--- src/tcle_pkg.sv ---
// ----------------------------------------------------------------------------
// tcle_pkg
// Shared constants, request codes and helpers of the tiled convolution engine.
// ----------------------------------------------------------------------------
package tcle_pkg;

    localparam int TILE_OUT_CH_D = 4;
    localparam int TILE_IN_CH_D  = 4;
    localparam int TILE_ROWS_D   = 8;
    localparam int TILE_COLS_D   = 8;
    localparam int MAX_KERNEL_D  = 3;
    localparam int MAX_STRIDE_D  = 2;

    localparam int VAL_W  = 16;
    localparam int PROD_W = 32;
    localparam int ACC_W  = 40;

    typedef enum logic [1:0] {
        REQ_WR_WEIGHT = 2'd0,
        REQ_WR_PIXEL  = 2'd1,
        REQ_COMPUTE   = 2'd2,
        REQ_READ      = 2'd3
    } t_req;

    localparam logic [2:0] ADDR_KSIZE  = 3'd0;
    localparam logic [2:0] ADDR_STRIDE = 3'd4;

    function automatic int f_w(input int n);
        return (n <= 1) ? 1 : $clog2(n);
    endfunction

endpackage

--- src/tcle_ram.sv ---
// ----------------------------------------------------------------------------
// tcle_ram
// Generic simple dual-port RAM, one write port, one registered read port.
// ----------------------------------------------------------------------------
module tcle_ram
    import tcle_pkg::*;
#(
    parameter int WIDTH = 16,
    parameter int DEPTH = 16
) (
    input  logic                    i_clk,
    input  logic                    i_we,
    input  logic [f_w(DEPTH)-1:0]   i_waddr,
    input  logic [WIDTH-1:0]        i_wdata,
    input  logic [f_w(DEPTH)-1:0]   i_raddr,
    output logic [WIDTH-1:0]        o_rdata
);

    logic [WIDTH-1:0] r_mem [DEPTH];

    always_ff @(posedge i_clk) begin
        if (i_we) begin
            r_mem[i_waddr] <= i_wdata;
        end
        o_rdata <= r_mem[i_raddr];
    end

endmodule

--- config.mk ---
export PLATFORM = sky130hd
export DESIGN_NAME = tcle_ram
export DESIGN_NICKNAME = d
export VERILOG_FILES = /design/src/tcle_pkg.sv /design/src/tcle_ram.sv
export SDC_FILE = /design/constraint.sdc
export NUM_CORES = 1
export LEC_CHECK = 0
export BUFFER_PORTS_ARGS = -buffer_cell sky130_fd_sc_hd__buf_2
export CAP_MARGIN = 5
export CORE_ASPECT_RATIO = 0.75
export CORE_MARGIN = 3
export CORE_UTILIZATION = 40
export CTS_CLUSTER_DIAMETER = 120
export CTS_CLUSTER_SIZE = 40
export DETAILED_ROUTE_END_ITERATION = 12
export SLEW_MARGIN = 20
export SYNTH_ARGS = -nofsm -noshare
export SYNTH_HDL_FRONTEND = slang
export SYNTH_SLANG_ARGS = --single-unit
--- constraint.sdc ---
create_clock -name i_clk -period 2.7 [get_ports i_clk]
set_input_delay 0.135 -clock i_clk [delete_from_list [all_inputs] [get_ports i_clk]]
set_output_delay 0.135 -clock i_clk [all_outputs]
set_load 0.02 [all_outputs]
==> impl_metrics.env <==
export IMPL_setup_worst_path_start_class="flip-flop"
export IMPL_critical_path_slowest_cell="sky130_fd_sc_hd__mux4_1"
export IMPL_cts_max_path_buffers=3
export IMPL_timing_max_slew_rel_slack_pct=50.46
export IMPL_synth_largest_type_area_fraction_pct=76.54
export IMPL_postCtsSetupBuffers=0
export IMPL_instances_no_fill=827
export IMPL_gr_usage_all_layers_pct=15.46
export IMPL_initial_core_util_pct=41.26
export IMPL_clockRootBuffer="sky130_fd_sc_hd__clkbuf_16"
export IMPL_ordered_list_of_cells_on_the_worst_path="mux4_1 > a22oi_1 > nand2_1"
export IMPL_vdd_ir_drop_max_uv=416.2
export IMPL_clkSlewWorstSetupHoldPaths_ns=0.14
export IMPL_vias_per_cell=5.515
export IMPL_cp_data_arrival_time_ns=1.76
export IMPL_clock_fmax_mhz=722.0
export IMPL_yosys_warnings=0
export IMPL_final_area_mm2=0.01120
export IMPL_netlist_instances=432
export IMPL_number_of_rows_in_the_core_area=49
export IMPL_endpoint_kind="flip-flop"
export IMPL_synth_largest_area_cell="sky130_fd_sc_hd__edfxtp_1"
export IMPL_power_share_combinational_pct=6.4
export IMPL_grt_pass1_vias=4736
export IMPL_internal_power_w=0.005666
export IMPL_rsz0062_at_grt="false"
export IMPL_syn_area_mm2=0.01004
export IMPL_chipWidth_um=189.0
export IMPL_final_antenna_net_count=0
export IMPL_detail_route_drc_violations=0
export IMPL_tritoncts_num_buffers=10
export IMPL_finalClockSkew_ns=0.01740
export IMPL_count_of_vias_placed_by_the_detailed_router=4561
export IMPL_cp_slowest_stage_delay_ns=0.54
export IMPL_tritoncts="built"
export IMPL_drt_wirelength_per_cell_um=24.94
export IMPL_grt_max_degree=65
export IMPL_design_die_area_mm2=0.02707
export IMPL_switching_portion_of_total_power_pct=20.40
export IMPL_top_level_ports=42
export IMPL_syn_num_nets=458
export IMPL_core_area_mm2=0.02434
export IMPL_timing_worst_slew_pin_value_ns=0.7390
export IMPL_final_hold_worst_slack_ns=0.007350
export IMPL_grt_pass1_wl_um=30740
export IMPL_antennaDiodeCount=0
export IMPL_p_sw_w=0.001452
export IMPL_hold_viol_final=0
export IMPL_worstSkewPairLatency_ns=0.49
export IMPL_postPlaceCellArea_mm2=0.01087
export IMPL_dr_pass1_iters=5
export IMPL_period_needed_ns=1.385
export IMPL_static_leakage_power_nw=3.547
export IMPL_antenna_violations_before_repair=0
export IMPL_h_tree_depth=1
export IMPL_place_detailed_instances=808
export IMPL_postSynthRegisterBits=272
export IMPL_timing_final_max_slew_violations=0
export IMPL_place_hpwl_um=12020
export IMPL_power_clock_fraction_pct=27.0
export IMPL_port_buffers=41
export IMPL_hp_class="primary input to flip-flop"
export IMPL_totalNegativeSetupSlack_ns=0
export IMPL_drtIter0Drc=414
export IMPL_synth_cell_types=19
export IMPL_routed_wirelength_um=20630
export IMPL_power_sequential_fraction_pct=66.6
export IMPL_worstSetupPathType="flip-flop to flip-flop"
export IMPL_period_utilisation_layout_pct=51.30
export IMPL_syn_mean_instance_area_um2=23.25
export IMPL_share_of_the_yosys_chip_area_belonging_to_registers_pct=79.73
export IMPL_path_max_fanout=1
export IMPL_fillers=2013
export IMPL_global_route_overflow_total=0
export IMPL_area_growth_syn_to_layout_pct=11.47
export IMPL_floorplan_die_height_um=143.2
export IMPL_result_of_the_run="finished, final reports clean"
export IMPL_gpl_final_weighted_congestion=0.7501
export IMPL_maxCapViolCount=0
export IMPL_fraction_of_layout_cells_with_a_size_suffix_above_1_pct=30.04
export IMPL_required_time_reported_for_the_critical_path_endpoint_ns=3.08
export IMPL_fin_nets=518
export IMPL_powerDensity_mw_per_mm2=635.8
export IMPL_post_synth_main_area_contributors="sky130_fd_sc_hd__edfxtp_1 (77%), sky130_fd_sc_hd__mux4_2 (12%), sky130_fd_sc_hd__dfxtp_1 (3.2%)"
export IMPL_final_setup_viol_count=0
export IMPL_clock_sinks=272
metrics by stage:
| stage | utilization (%) | setup WS, ns | power [W] |
|---|---|---|---|
| global placement | 44.65 | 0.8086 | 0.005286 |
| detailed placement | 44.65 | 0.8168 | 0.005299 |
| CTS | 46.00 | 1.323 | 0.007182 |
| global route | 46.00 | 1.208 | 0.007353 |
| finish | 46.00 | 1.315 | 0.007118 |
| floorplan | - | 0.5099 | 0.005095 |
layer usage:
layer / track usage, % / vias up / routed length (um)
li1: - / 1935 / -
met1: 24.35 / 2458 / 10010
met2: 23.57 / 151 / 9133
met3: 2.528 / 17 / 1284
met4: 1.998 / 0 / 202
met5: 0 / - / 0
worst max-delay path: cells and delay by family, from the launching register on:
| family | cells | cell delay (ns) |
|---|---|---|
| flops | 1 | 0.38 |
| compound gates | 1 | 0.27 |
| simple gates | 1 | 0.09 |
| mux | 1 | 0.54 |
area by class of cell:
cell class / count / area [um2] / share of cell area, %
clock buffers: 15 / 290.3 / 2.593
clock inverters: 1 / 8.758 / 0.07823
multi-input cells: 139 / 1962 / 17.52
flip-flops and latches: 272 / 8008 / 71.52
well taps: 331 / 414.1 / 3.699
repair buffers: 69 / 513.0 / 4.582
registers in the layout, indices dropped and copies added (netlist names):
name	cells
r_mem	256
o_rdata	16
path summary, 6_finish.rpt:
kind | slack [ns] | cells after the start | from | end
hold / removal | 0.007 | 1 | i_wdata[7] | r_mem[9][7]$_DFFE_PP_
setup / recovery | 1.32 | 3 | r_mem[1][1]$_DFFE_PP_ | o_rdata[1]$_DFF_P_
hold reg to reg | 0.68 | 3 | r_mem[15][11]$_DFFE_PP_ | o_rdata[11]$_DFF_P_
setup reg to reg | 1.32 | 3 | r_mem[1][1]$_DFFE_PP_ | o_rdata[1]$_DFF_P_
kinds of logic after synthesis:
family	after synthesis	share of synthesized area, %
buffers and inverters	21	1.233
flip-flops	272	79.73
AND/OR/NAND/NOR	43	1.918
multiplexers	64	14.73
AO/OA/AOI/OAI	32	2.392
power by group through the flow:
stage / combinational, W / clock [W] / sequential, W
global route: 0.000496 / 0.00211 / 0.00475
floorplan: 0.000230 / 0 / 0.00486
finish: 0.000458 / 0.00192 / 0.00474
CTS: 0.000466 / 0.00197 / 0.00474
global placement: 0.000452 / 0 / 0.00483
detailed placement: 0.000462 / 0 / 0.00484
cells in the mapped netlist (all sizes together):
library cell	n
a22oi	32
and2	1
buf	13
clkbuf	8
dfxtp	16
edfxtp	256
mux4	64
nand2	17
nand2b	2
nand3	1
nand3b	2
nor2	13
nor2b	2
nor3	4
or3b	1
cells in the final DEF (no fill, tap or decap):
cell type,instances
sky130_fd_sc_hd__nand2b_1,2
sky130_fd_sc_hd__nand3b_1,2
sky130_fd_sc_hd__nor2b_1,2
sky130_fd_sc_hd__nand2_1,17
sky130_fd_sc_hd__and2_1,1
sky130_fd_sc_hd__nor2_1,1
sky130_fd_sc_hd__or3b_2,1
sky130_fd_sc_hd__clkbuf_16,11
sky130_fd_sc_hd__dfxtp_1,16
sky130_fd_sc_hd__dlygate4sd3_1,3
sky130_fd_sc_hd__clkbuf_1,4
sky130_fd_sc_hd__nand3_1,1
sky130_fd_sc_hd__inv_6,1
sky130_fd_sc_hd__edfxtp_1,256
sky130_fd_sc_hd__nor2_2,12
sky130_fd_sc_hd__buf_2,40
sky130_fd_sc_hd__mux4_1,10
sky130_fd_sc_hd__buf_4,19
sky130_fd_sc_hd__a22oi_1,32
sky130_fd_sc_hd__nor3_2,4
sky130_fd_sc_hd__buf_12,7
sky130_fd_sc_hd__mux4_2,54
repair_timing:
item / in CTS / in global routing
hold buffers: 3 / 0
gates resized for setup: 0 / 0
endpoints found under the hold margin: 11 / 0
setup endpoints to repair: 0 / 0
(Power assumes the default switching activity.)
